$ cat config.mk
export PLATFORM = sky130hd
export DESIGN_NAME = periodic_event_table_timer
export DESIGN_NICKNAME = d
export VERILOG_FILES = /design/src/hw/rtl/pett_pkg.sv /design/src/hw/rtl/pett_div.sv /design/src/hw/rtl/pett_datapath.sv /design/src/hw/rtl/pett_ctrl.sv /design/src/hw/rtl/periodic_event_table_timer.sv
export SDC_FILE = /design/constraint.sdc
export NUM_CORES = 1
export LEC_CHECK = 0
export ABC_CLOCK_PERIOD_IN_PS = 9900
export BUFFER_PORTS_ARGS = -buffer_cell sky130_fd_sc_hd__buf_2
export CAP_MARGIN = 10
export CORE_ASPECT_RATIO = 1.2
export CORE_UTILIZATION = 30
export DETAILED_ROUTE_END_ITERATION = 7
export PLACE_DENSITY_LB_ADDON = 0.2
export REMOVE_ABC_BUFFERS = 1
export SKIP_LAST_GASP = 1
export SYNTH_ARGS = -nofsm -noshare
export SYNTH_HDL_FRONTEND = slang
export SYNTH_SLANG_ARGS = --single-unit
$ cat constraint.sdc
create_clock -name i_clk -period 9.9 [get_ports i_clk]
set_input_delay 0 -clock i_clk [delete_from_list [all_inputs] [get_ports i_clk]]
set_output_delay 0 -clock i_clk [all_outputs]
set_load 0.005 [all_outputs]
$ cat src/hw/rtl/pett_pkg.sv
package pett_pkg;

    localparam int MaxEntries  = 16;
    localparam int HandleBits  = 8;
    localparam int PendingBits = 8;
    localparam int IdxBits     = $clog2(MaxEntries);
    localparam int CntBits     = $clog2(MaxEntries + 1);

    localparam logic [1:0] ModeTick    = 2'd0;
    localparam logic [1:0] ModeAdd     = 2'd1;
    localparam logic [1:0] ModeRemove  = 2'd2;
    localparam logic [1:0] ModeService = 2'd3;

    localparam logic [1:0] StatusOk       = 2'd0;
    localparam logic [1:0] StatusFull     = 2'd1;
    localparam logic [1:0] StatusNotFound = 2'd2;

    typedef struct packed {
        logic [1:0]  mode;
        logic [7:0]  handle;
        logic [31:0] period;
    } t_in_word;

    typedef struct packed {
        logic [1:0]  status;
        logic        fired_valid;
        logic [7:0]  fired_handle;
        logic        last;
        logic [31:0] now_ms;
    } t_out_word;

    // controller -> datapath
    typedef struct packed {
        logic load;        // capture the input word
        logic tick_inc;    // advance the tick counter
        logic add_do;      // append entry
        logic scan_begin;  // reset walk pointers
        logic div_start;   // start remainder for current entry
        logic tick_apply;  // apply remainder result to current entry
        logic rem_step;    // one compaction step
        logic srv_step;    // one service step
        logic rem_finish;  // commit compacted count
    } t_ctl;

    // datapath -> controller
    typedef struct packed {
        logic scan_done;   // walk pointer reached entry count
        logic div_done;
        logic full;
        logic srv_hit;     // current entry has pending firings
    } t_sts;

endpackage

$ cat src/hw/rtl/pett_div.sv
module pett_div (
    input  logic        i_clk,
    input  logic        i_rst_n,
    input  logic        i_start,
    input  logic [31:0] i_num,
    input  logic [31:0] i_den,
    output logic        o_done,
    output logic        o_zero
);
    // restoring remainder, one bit per cycle
    logic [31:0] r_rem, n_rem;
    logic [31:0] r_num, n_num;
    logic [31:0] r_den;
    logic [5:0]  r_cnt;
    logic        r_busy;
    logic [32:0] shifted;
    logic [32:0] diff;

    always_comb begin
        shifted = {r_rem, r_num[31]};
        diff    = shifted - {1'b0, r_den};
        n_num   = {r_num[30:0], 1'b0};
        if (!diff[32]) begin
            n_rem = diff[31:0];
        end else begin
            n_rem = shifted[31:0];
        end
    end

    always_ff @(posedge i_clk) begin
        if (!i_rst_n) begin
            r_busy <= 1'b0;
            r_cnt  <= '0;
            o_done <= 1'b0;
        end else begin
            o_done <= 1'b0;
            if (i_start) begin
                r_busy <= 1'b1;
                r_cnt  <= 6'd32;
                r_rem  <= '0;
                r_num  <= i_num;
                r_den  <= i_den;
            end else if (r_busy) begin
                r_rem <= n_rem;
                r_num <= n_num;
                r_cnt <= r_cnt - 6'd1;
                if (r_cnt == 6'd1) begin
                    r_busy <= 1'b0;
                    o_done <= 1'b1;
                end
            end
        end
    end

    assign o_zero = (r_rem == '0);
endmodule

$ cat src/hw/rtl/pett_datapath.sv
module pett_datapath (
    input  logic               i_clk,
    input  logic               i_rst_n,
    input  pett_pkg::t_in_word i_word,
    input  pett_pkg::t_ctl     i_ctl,
    output pett_pkg::t_sts     o_sts,
    output logic [1:0]         o_mode,
    output logic [7:0]         o_cur_handle,
    output logic               o_found,
    output logic [31:0]        o_now
);
    import pett_pkg::*;

    logic [HandleBits-1:0]  r_handle [MaxEntries];
    logic [31:0]            r_period [MaxEntries];
    logic [PendingBits-1:0] r_pend   [MaxEntries];
    logic [CntBits-1:0]     r_count;
    logic [CntBits-1:0]     r_rd, r_wr;
    logic [31:0]            r_now;
    t_in_word               r_in;
    logic                   r_found;
    logic [IdxBits-1:0]     rd_idx, wr_idx;
    logic                   div_done, div_zero;
    logic [HandleBits-1:0]  in_h;

    assign rd_idx = r_rd[IdxBits-1:0];
    assign wr_idx = r_wr[IdxBits-1:0];
    assign in_h   = r_in.handle[HandleBits-1:0];

    pett_div u_div (
        .i_clk   (i_clk),
        .i_rst_n (i_rst_n),
        .i_start (i_ctl.div_start),
        .i_num   (r_now),
        .i_den   (r_period[rd_idx]),
        .o_done  (div_done),
        .o_zero  (div_zero)
    );

    always_ff @(posedge i_clk) begin
        if (!i_rst_n) begin
            r_count <= '0;
            r_now   <= '0;
            r_rd    <= '0;
            r_wr    <= '0;
            r_found <= 1'b0;
        end else begin
            if (i_ctl.load) r_in <= i_word;
            if (i_ctl.tick_inc) r_now <= r_now + 32'd1;
            if (i_ctl.scan_begin) begin
                r_rd    <= '0;
                r_wr    <= '0;
                r_found <= 1'b0;
            end
            if (i_ctl.add_do) begin
                r_handle[r_count[IdxBits-1:0]] <= in_h;
                r_period[r_count[IdxBits-1:0]] <= r_in.period;
                r_pend[r_count[IdxBits-1:0]]   <= '0;
                r_count <= r_count + 1'b1;
            end
            if (i_ctl.tick_apply) begin
                if (r_period[rd_idx] != '0 && div_zero && r_pend[rd_idx] != '1) begin
                    r_pend[rd_idx] <= r_pend[rd_idx] + 1'b1;
                end
                r_rd <= r_rd + 1'b1;
            end
            if (i_ctl.rem_step) begin
                if (r_handle[rd_idx] == in_h) begin
                    r_found <= 1'b1;
                end else begin
                    r_handle[wr_idx] <= r_handle[rd_idx];
                    r_period[wr_idx] <= r_period[rd_idx];
                    r_pend[wr_idx]   <= r_pend[rd_idx];
                    r_wr <= r_wr + 1'b1;
                end
                r_rd <= r_rd + 1'b1;
            end
            if (i_ctl.rem_finish) r_count <= r_wr;
            if (i_ctl.srv_step) begin
                if (r_pend[rd_idx] != '0) r_pend[rd_idx] <= r_pend[rd_idx] - 1'b1;
                r_rd <= r_rd + 1'b1;
            end
        end
    end

    assign o_sts.scan_done = (r_rd >= r_count);
    assign o_sts.div_done  = div_done;
    assign o_sts.full      = (r_count >= CntBits'(MaxEntries));
    assign o_sts.srv_hit   = (r_rd < r_count) && (r_pend[rd_idx] != '0);
    assign o_mode          = r_in.mode;
    assign o_cur_handle    = 8'(r_handle[rd_idx]);
    assign o_found         = r_found;
    assign o_now           = r_now;
endmodule

$ cat src/hw/rtl/pett_ctrl.sv
module pett_ctrl (
    input  logic               i_clk,
    input  logic               i_rst_n,
    input  logic               i_start,
    input  pett_pkg::t_sts     i_sts,
    input  logic [1:0]         i_mode,
    input  logic [7:0]         i_cur_handle,
    input  logic               i_found,
    input  logic [31:0]        i_now,
    output pett_pkg::t_ctl     o_ctl,
    output logic               o_busy,
    output logic               o_done,
    output pett_pkg::t_out_word o_result
);
    import pett_pkg::*;

    localparam logic [2:0] StIdle = 3'd0;
    localparam logic [2:0] StDisp = 3'd1;
    localparam logic [2:0] StTick = 3'd2;
    localparam logic [2:0] StWait = 3'd3;
    localparam logic [2:0] StRem  = 3'd4;
    localparam logic [2:0] StSrv  = 3'd5;
    localparam logic [2:0] StEnd  = 3'd6;

    logic [2:0] r_state, n_state;
    // one-deep hold for the service output so last can be set on the final hit
    logic       r_hold_v;
    logic [7:0] r_hold_h;
    // table full as seen before the add, the count has moved on by the end state
    logic       r_add_full;
    logic [1:0] status_sel;
    logic       emit_hold, emit_final;
    logic       r_done;
    t_out_word  r_res;

    always_comb begin
        o_ctl      = '0;
        n_state    = r_state;
        emit_hold  = 1'b0;
        emit_final = 1'b0;
        unique case (r_state)
            StIdle: begin
                if (i_start) begin
                    o_ctl.load = 1'b1;
                    n_state    = StDisp;
                end
            end
            StDisp: begin
                o_ctl.scan_begin = 1'b1;
                unique case (i_mode)
                    ModeTick: begin
                        o_ctl.tick_inc = 1'b1;
                        n_state = StTick;
                    end
                    ModeAdd: begin
                        o_ctl.add_do = !i_sts.full;
                        n_state = StEnd;
                    end
                    ModeRemove:  n_state = StRem;
                    ModeService: n_state = StSrv;
                    default:     n_state = StEnd;
                endcase
            end
            StTick: begin
                if (i_sts.scan_done) begin
                    n_state = StEnd;
                end else begin
                    o_ctl.div_start = 1'b1;
                    n_state = StWait;
                end
            end
            StWait: begin
                if (i_sts.div_done) begin
                    o_ctl.tick_apply = 1'b1;
                    n_state = StTick;
                end
            end
            StRem: begin
                if (i_sts.scan_done) begin
                    o_ctl.rem_finish = 1'b1;
                    n_state = StEnd;
                end else begin
                    o_ctl.rem_step = 1'b1;
                end
            end
            StSrv: begin
                if (i_sts.scan_done) begin
                    emit_final = 1'b1;
                    n_state = StIdle;
                end else begin
                    o_ctl.srv_step = 1'b1;
                    emit_hold = i_sts.srv_hit && r_hold_v;
                end
            end
            StEnd: begin
                emit_final = 1'b1;
                n_state = StIdle;
            end
            default: n_state = StIdle;
        endcase
    end

    always_comb begin
        unique case (i_mode)
            ModeAdd:    status_sel = r_add_full ? StatusFull : StatusOk;
            ModeRemove: status_sel = i_found ? StatusOk : StatusNotFound;
            default:    status_sel = StatusOk;
        endcase
    end

    always_ff @(posedge i_clk) begin
        if (!i_rst_n) begin
            r_state    <= StIdle;
            r_done     <= 1'b0;
            r_hold_v   <= 1'b0;
            r_add_full <= 1'b0;
        end else begin
            r_state <= n_state;
            r_done  <= emit_hold || emit_final;
            if (r_state == StDisp) begin
                r_hold_v   <= 1'b0;
                r_add_full <= i_sts.full;
            end
            if (o_ctl.srv_step && i_sts.srv_hit) begin
                r_hold_v <= 1'b1;
                r_hold_h <= i_cur_handle;
            end
            if (emit_final) r_hold_v <= 1'b0;
        end
        r_res.now_ms <= i_now;
        r_res.last   <= emit_final;
        if (emit_hold) begin
            r_res.status       <= StatusOk;
            r_res.fired_valid  <= 1'b1;
            r_res.fired_handle <= r_hold_h;
        end else if (r_state == StSrv) begin
            r_res.status       <= StatusOk;
            r_res.fired_valid  <= r_hold_v;
            r_res.fired_handle <= r_hold_v ? r_hold_h : 8'd0;
        end else begin
            r_res.status       <= status_sel;
            r_res.fired_valid  <= 1'b0;
            r_res.fired_handle <= 8'd0;
        end
    end

    assign o_busy   = (r_state != StIdle);
    assign o_done   = r_done;
    assign o_result = r_res;

    a_done_after_work: assert property (@(posedge i_clk) disable iff (!i_rst_n)
        r_done |-> $past(r_state) == StSrv || $past(r_state) == StEnd)
        else $error("result strobe outside a result state");
    a_start_only_idle: assert property (@(posedge i_clk) disable iff (!i_rst_n)
        (r_state == StIdle && i_start) |=> r_state == StDisp)
        else $error("accepted word not dispatched");
    a_step_exclusive: assert property (@(posedge i_clk) disable iff (!i_rst_n)
        $onehot0({o_ctl.tick_apply, o_ctl.rem_step, o_ctl.srv_step, o_ctl.add_do}))
        else $error("conflicting table commands");
endmodule

$ cat src/hw/rtl/periodic_event_table_timer.sv
// sequence to the last result: tick walks every table entry through the
// bit-serial remainder (issue, 32 bit steps, done), add appends one entry,
// remove and service walk the table one entry at a time
// throughput: one word at a time, busy high from acceptance until the last result
// results are strobed by o_done for one cycle each; the receiver cannot stall
// reset: synchronous active low, clears tick counter and entry count
module periodic_event_table_timer (
    input  logic                  i_clk,
    input  logic                  i_rst_n,
    input  logic                  start,
    output logic                  busy,
    input  pett_pkg::t_in_word    i_word,
    output logic                  o_done,
    output pett_pkg::t_out_word   o_result
);
    import pett_pkg::*;

    // command and status between controller and datapath
    t_ctl        ctl;
    t_sts        sts;
    logic [1:0]  mode;
    logic [7:0]  cur_handle;
    logic        found;
    logic [31:0] now;

    // table storage, tick counter and shared remainder unit
    pett_datapath u_dp (
        .i_clk        (i_clk),
        .i_rst_n      (i_rst_n),
        .i_word       (i_word),
        .i_ctl        (ctl),
        .o_sts        (sts),
        .o_mode       (mode),
        .o_cur_handle (cur_handle),
        .o_found      (found),
        .o_now        (now)
    );

    // sequencer walks the table one entry at a time
    pett_ctrl u_ctrl (
        .i_clk        (i_clk),
        .i_rst_n      (i_rst_n),
        .i_start      (start),
        .i_sts        (sts),
        .i_mode       (mode),
        .i_cur_handle (cur_handle),
        .i_found      (found),
        .i_now        (now),
        .o_ctl        (ctl),
        .o_busy       (busy),
        .o_done       (o_done),
        .o_result     (o_result)
    );
endmodule

==> metrics.csv, run 1 <==
stage;metric;value;unit
outcome;status;finished, violations left;
outcome;failed_checks;DRC;
yosys;async_flop_share;0;%
global_routing;antenna_found_initial;4;
yosys;syn_inst;2537;
routing;vias_per_cell;4.93;
die;die_area;140000;um^2
critical_path;cpMaxStageDelayCell;dfxtp_4;
finish;design_area;49000;um^2
critical_path;crit_path_end_kind;flip-flop;
critical_path;worstPathArrival;7.13;ns
critical_path;critPathRequiredTime;10.25;ns
clock_network;cts_buffer_depth;3;
yosys;ys.flop_type;edfxtp_1;
place;gp_congestion;0.844;
critical_path;cp.buffers_inverters;1;
place;io_buffers;90;
yosys;yosysSeqAreaShare;71.1;%
pwr;ir_worst_vdd;0.000140;V
die;core.rowCount;149;
routing;drc_errors;6;
timing;fin_ws;3.12;ns
routing;dr.first_iter.drc_count;1807;
clock_network;clock_latency;0.74;ns
yosys;ys_ff_latch;1024;
yosys;yosys_warnings;0;
place;dpl_cell_area;44400;um^2
timing;fin_skew;0.0593;ns
finish;fin_nets;2868;
timing;worst_pin_slew;1.22;ns
routing;via_count;23000;
critical_path;cp_cell_sequence;buf_12 > mux4_2 > mux4_2 > or4_1 > nor4_1 > a41oi_1 > or2_0 > a221oi_1 > nand4_1 > nor2_1;
timing;fin_setup_tns;0;ns
routing;dr.pass1.iters;8;
die;start_util;30.3;%
die;die_h;410;um
global_routing;grt_usage;15.4;%
die;core;138000;um^2
timing;relSlewSlack;18.7;%
clock_network;htree_levels;3;
clock_network;numCtsBuffers;107;
routing;ant_nets;0;
timing;fmax;148;MHz
critical_path;crit_path_max_incr_delay;0.87;ns
die;fp.dieW;342;um
critical_path;crit_top_cell;mux4_2;
yosys;synth_edf_count;914;
pwr;powerDensity;215;nW/um^2
routing;met2WireLength;54.4;mm
hold_path;hold_path_class;in2reg;
routing;wl_per_cell;23.2;um
finish;area_delta_synth_final;17.6;%
finish;fillers;13000;
routing;top_layer;met4;
hold_path;min_from;i_word[11];
finish;drive_above_1_share;19.1;%
global_routing;grt_max_degree;84;
timing;rsz0062_at_grt;no;
job;cap_violations;0;
clock_network;clock_tree.root_cell;clkbuf_16;
clock_network;cts.sinks;1024;
finish;final_util;35.6;%
yosys;syn_area;41700;um^2
timing;hold_viol_final;0;
place;dp_slack;3.01;ns
timing;period_minus_slack;6.78;ns
place;dpl.hpwl;65.0;mm
routing;wl_met1;46.0;mm
timing;finalMaxSlewViolations;0;
finish;instances_no_fill;4672;
critical_path;path_max_fanout;83;
clock_network;clk_pin_slew;0.06;ns
routing;wirelength;108;mm
clock_network;cts_tree;done;
yosys;syn_avg_cell_area;16.4;um^2
global_routing;grt_first_pass_wirelength;160;mm
routing;wl_met3;4.38;mm
clock_network;cts_resized;0;
critical_path;start_kind;flip-flop;
yosys;synthDistinctLibCells;69;
place;placed_cells;4386;
critical_path;crit_family;simple AND/OR/NAND/NOR gates;
global_routing;grt_pass1_vias;24100;
critical_path;worstSetupPathType;reg2reg;
global_routing;gr-total-overflow;0;
die;top_level_ports;91;
pwr;leakage;16.4;nW
timing;fin_crit_sh;68.5;%
timing;setup_viol;0;
## placed cells by master, fill, tap and decap left out, types with 15 or more instances in the layout
| cell | n |
|---|---|
| clkbuf_16 | 112 |
| mux2_2 | 18 |
| a21oi_1 | 57 |
| mux4_2 | 180 |
| mux2i_1 | 87 |
| nand4_1 | 16 |
| nand2_1 | 283 |
| clkbuf_1 | 17 |
| edfxtp_1 | 914 |
| nand3_1 | 35 |
| a22oi_1 | 41 |
| dlygate4sd3_1 | 85 |
| clkinv_1 | 17 |
| buf_2 | 90 |
| dfxtp_1 | 106 |
| inv_1 | 70 |
| o21ai_0 | 52 |
| a211oi_1 | 20 |
| a221oi_1 | 17 |
| nor3_1 | 23 |
| and3_1 | 23 |
| and2_1 | 15 |
| buf_4 | 48 |
| xnor2_1 | 37 |
| ha_1 | 54 |
| a21o_1 | 15 |
| nor2_1 | 144 |
| xor2_1 | 41 |
## cell usage after synthesis, drive strengths merged (49+ instances only)
master  number  area (um^2)
a21oi       58          290
dfxtp      110         2200
mux2i       87          871
buf         49          282
nor2       148          556
nand2      284         1070
mux4       180         4050
clkbuf      54          203
o21ai       58          290
inv         70          263
edfxtp     914        27400
ha          54          676
## path summary, 6_finish.rpt
kind | endpoint | slack [ns] | cells past startpoint
worst max-delay path | u_dp.r_pend[11][4]$_DFFE_PP_ | 3.12 | 10
worst max register to register | u_dp.r_pend[11][4]$_DFFE_PP_ | 3.12 | 10
worst min-delay path | u_dp.r_in[11]$_DFFE_PP_ | 0.06 | 2
worst min register to register | u_ctrl.o_result[31]$_DFF_P_ | 0.38 | 0
## logic make-up after synthesis
logic type | synth area share, %
DFF | 71.1
buffers and inverters | 1.80
adders and majority gates | 1.69
and+or+nand+nor | 6.73
muxes | 12.3
AOI/OAI and AO/OA | 4.72
xor gates and xnor gates | 1.64
## area by class of cell
| type | instances | area (um^2) | area share, % |
|---|---|---|---|
| Sequential cell | 1024 | 29700 | 60.5 |
| Clock inverter | 67 | 807 | 1.65 |
| Timing Repair Buffer | 225 | 1700 | 3.47 |
| Antenna cell | 1 | 2.50 | 0.00511 |
| Tap cell | 1812 | 2270 | 4.63 |
| Inverter | 71 | 267 | 0.544 |
| Multi-Input combinational cell | 1339 | 11400 | 23.2 |
| Clock buffer | 133 | 2920 | 5.96 |
## per-stage QoR
| stage | power [mW] | hold slack, ns |
|---|---|---|
| CTS | 10.7 | 0.00718 |
| detailed placement | 6.41 | 0.178 |
| global placement | 6.38 | 0.176 |
| finish | 10.5 | 0.0649 |
| floorplan | 6.05 | 0.0989 |
| global route | 10.9 | 0.0621 |
## power breakdown
| group | internal, mW | leakage (nW) | switching (mW) |
|---|---|---|---|
| Clock | 2.46 | 1.81 | 1.76 |
| Combinational | 0.450 | 5.32 | 0.780 |
| Sequential | 4.99 | 9.29 | 0.110 |
| Total | 7.89 | 16.4 | 2.65 |
## repair_timing
action | in CTS | in global routing
buffers inserted | 0 | 0
hold endpoints to repair | 71 | 0
hold buffers | 85 | 0
## sequential cells by signal, summed over array words and instances (netlist names), 44 cells and up, named ones only
name,count
u_dp.r_period,512
u_dp.r_handle,128
u_dp.r_pend,128
u_ctrl.o_result,44
## per-layer routing
layer	vias to the layer above	GRT usage, %
li1	10400	-
met1	11900	19.6
met2	565	26.6
met3	174	1.99
met4	0	5.85
met5	-	0
## worst reg2reg max path, stage by stage (launching register included)
cell and delay, ns:
dfxtp_4 0.87, buf_12 0.67, mux4_2 0.61, mux4_2 0.51, or4_1 0.54, nor4_1 0.64, a41oi_1 0.46, or2_0 0.50
a221oi_1 0.54, nand4_1 0.40, nor2_1 0.66
(Power assumes the default switching activity.)
==> run 2, diff against run 1 <==
--- a/config.mk
+++ b/config.mk
@@ -5,7 +5,7 @@
 export SDC_FILE = /design/constraint.sdc
 export NUM_CORES = 1
 export LEC_CHECK = 0
-export ABC_CLOCK_PERIOD_IN_PS = 9900
+export ABC_CLOCK_PERIOD_IN_PS = 6710
 export BUFFER_PORTS_ARGS = -buffer_cell sky130_fd_sc_hd__buf_2
 export CAP_MARGIN = 10
 export CORE_ASPECT_RATIO = 1.2
==> constraint.sdc (replaced) <==
create_clock -name i_clk -period 6.71 [get_ports i_clk]
set_input_delay 0 -clock i_clk [delete_from_list [all_inputs] [get_ports i_clk]]
set_output_delay 0 -clock i_clk [all_outputs]
set_load 0.005 [all_outputs]
==> run 2 against run 1 <==
Net effect:
- count of clock-buffer cells in the layout rose by 3
- critical path type unchanged
- combinational power is 52% higher
- register-to-register slack got worse by 2.4 ns
- flip-flop and latch count did not move
- the run still ends with DRC left
- via count increased by 0.13%
- core utilization up 0.22 points
- fmax increased by 14%
- power up 45%
- design area increased by 0.61%
==> metrics.csv, run 2 (synthesis results as in run 1) <==
stage;metric;value;unit;change
routing;wirelength;108;mm;about the same
clock_network;cts.sinks;1024;;unchanged
timing;period_minus_slack;5.97;ns;was 6.78 ns
finish;layout_commonest_cell;edfxtp_1;;unchanged
die;start_util;30.3;%;unchanged
outcome;failed_checks;DRC;;unchanged
finish;instances_no_fill;4711;;was 4,672
finish;fillers;13100;;was 13,000
die;die_area;140000;um^2;unchanged
finish;area_delta_synth_final;18.3;%;was 17.6%
die;fp.dieW;342;um;unchanged
routing;drc_errors;4;;was 6
timing;setup_viol;0;;unchanged
finish;regMostFlops;u_dp.r_period;;unchanged
clock_network;clock_tree.root_cell;clkbuf_16;;unchanged
place;placed_cells;4432;;was 4,386
timing;fin_setup_tns;0;ns;unchanged
critical_path;critPathRequiredTime;7.14;ns;was 10.25 ns
timing;fin_crit_sh;88.9;%;was 68.5%
place;gp_congestion;0.802;;was 0.844
routing;wl_per_cell;23.0;um;was 23.2 um
global_routing;grt_pass1_vias;24000;;was 24,100
critical_path;crit_path_end_kind;flip-flop;;unchanged
pwr;ir_worst_vdd;0.000233;V;was 0.000140 V
timing;fin_ws;0.743;ns;was 3.12 ns
timing;hold_viol_final;0;;unchanged
global_routing;grt_max_degree;63;;was 84
critical_path;worstSetupPathType;reg2reg;;unchanged
die;core;138000;um^2;unchanged
clock_network;clock_latency;0.73;ns;was 0.74 ns
timing;rsz0062_at_grt;no;;unchanged
clock_network;cts_tree;done;;unchanged
hold_path;hold_path_class;in2reg;;unchanged
outcome;status;finished, violations left;;unchanged
routing;dr.first_iter.drc_count;1490;;was 1,807
clock_network;htree_levels;3;;unchanged
finish;final_util;35.8;%;was 35.6%
die;die_h;410;um;unchanged
timing;fin_skew;0.0440;ns;was 0.0593 ns
global_routing;gr-total-overflow;0;;unchanged
finish;drive_above_1_share;20.3;%;was 19.1%
clock_network;hold_buffers;84;;was 85
routing;ant_nets;0;;unchanged
finish;fin_nets;2913;;was 2,868
clock_network;cts_resized;0;;unchanged
timing;worst_pin_slew;1.03;ns;was 1.22 ns
pwr;leakage;16.6;nW;was 16.4 nW
critical_path;reg2reg_slack;0.74;ns;was 3.12 ns
clock_network;cts_buffer_depth;3;;unchanged
place;io_buffers;90;;unchanged
finish;top_regs;u_dp.r_period (512), u_dp.r_handle (128), u_dp.r_pend (128);;unchanged
routing;via_count;23000;;about the same
clock_network;clk_pin_slew;0.06;ns;about the same
critical_path;path_max_fanout;62;;was 83
critical_path;worstPathArrival;6.39;ns;was 7.13 ns
job;cap_violations;0;;unchanged
place;dpl.hpwl;66.9;mm;was 65.0 mm
die;top_level_ports;91;;unchanged
critical_path;start_kind;flip-flop;;unchanged
global_routing;grt_usage;15.5;%;was 15.4%
routing;vias_per_cell;4.89;;was 4.93
finish;largest_register_ffs;512;;unchanged
place;dp_slack;0.587;ns;was 3.01 ns
pwr;powerDensity;310;nW/um^2;was 215 nW/um^2
global_routing;antenna_found_initial;2;;was 4
finish;mostFrequentLayoutCells;914 x edfxtp_1, 283 x nand2_1, 180 x mux4_2;;unchanged
clock_network;postCtsSetupRepairBufs;0;;unchanged
die;core.rowCount;149;;unchanged
timing;relSlewSlack;31.3;%;was 18.7%
timing;finalMaxSlewViolations;0;;unchanged
global_routing;grt_first_pass_wirelength;161;mm;was 160 mm
routing;dr.pass1.iters;8;;unchanged
clock_network;numCtsBuffers;107;;unchanged
timing;fmax;168;MHz;was 148 MHz
[run 2: changes by cell type in the layout (fill, tap and decap cells not counted), moves of 2 or more]
cell,delta
clkbuf_8,+2
clkinv_4,-2
buf_4,+31
inv_6,-4
bufinv_16,-7
clkinv_1,-2
clkinv_2,+10
o21ai_1,+2
buf_12,+15
clkinvlp_4,-3
[run 2: per-stage QoR]
stage,hold WS [ns],area [um^2],total power [mW]
global placement,0.176,45000,9.47
finish,0.0561,49300,15.3
detailed placement,0.179,45000,9.52
CTS,0.00559,49300,15.5
floorplan,0.0989,41200,8.93
global route,0.0478,49300,15.9
[run 2: critical path: stages (launching register included)]
cell	delay [ns]
dfxtp_4	0.93
buf_12	0.40
mux4_2	0.37
mux4_2	0.57
nor3_1	0.41
o211ai_1	0.17
nor4_1	0.52
a41oi_1	0.19
buf_4	0.21
or2_0	0.36
a221oi_1	0.62
nand4_1	0.36
nor2_1	0.20
buf_4	0.20
[run 2: power breakdown]
group	internal (mW)	total [mW]	leakage [nW]	switching [mW]
sequential	7.36	7.51	9.29	0.153
clock	3.36	5.91	1.73	2.55
combinational	0.695	1.87	5.61	1.18
[run 2: layout make-up]
| cell class | instances | area [um^2] | area share [%] |
|---|---|---|---|
| repair buffers | 270 | 2220 | 4.51 |
| well taps | 1812 | 2270 | 4.60 |
| diodes | 1 | 2.50 | 0.00507 |
| clock buffers | 136 | 2950 | 5.99 |
| flip-flops and latches | 1024 | 29700 | 60.2 |
| clock inverters | 58 | 552 | 1.12 |
| multi-input cells | 1339 | 11400 | 23.1 |
| inverters | 71 | 267 | 0.540 |
[run 2: layer usage]
metal | share of wire [%] | GRT usage, % | vias up | wire length, um
li1 | - | - | 10500 | -
met1 | 43 | 19.6 | 12000 | 46100
met2 | 51 | 27.2 | 447 | 55300
met3 | 3.8 | 2.08 | 158 | 4100
met4 | 2.5 | 5.09 | 2 | 2700
met5 | 0.012 | 0 | - | 13
[run 2: final timing paths]
check,to,cells after the start,start
worst max-delay path,u_dp.r_pend[15][5]$_DFFE_PP_,13,flip-flop
worst min-delay path,u_dp.o_mode[0]$_DFFE_PP_,2,i_word[40]
worst max register to register,u_dp.r_pend[15][5]$_DFFE_PP_,13,flip-flop
worst min register to register,u_ctrl.o_result[20]$_DFF_P_,0,u_dp.o_now[20]$_SDFFE_PN0P_
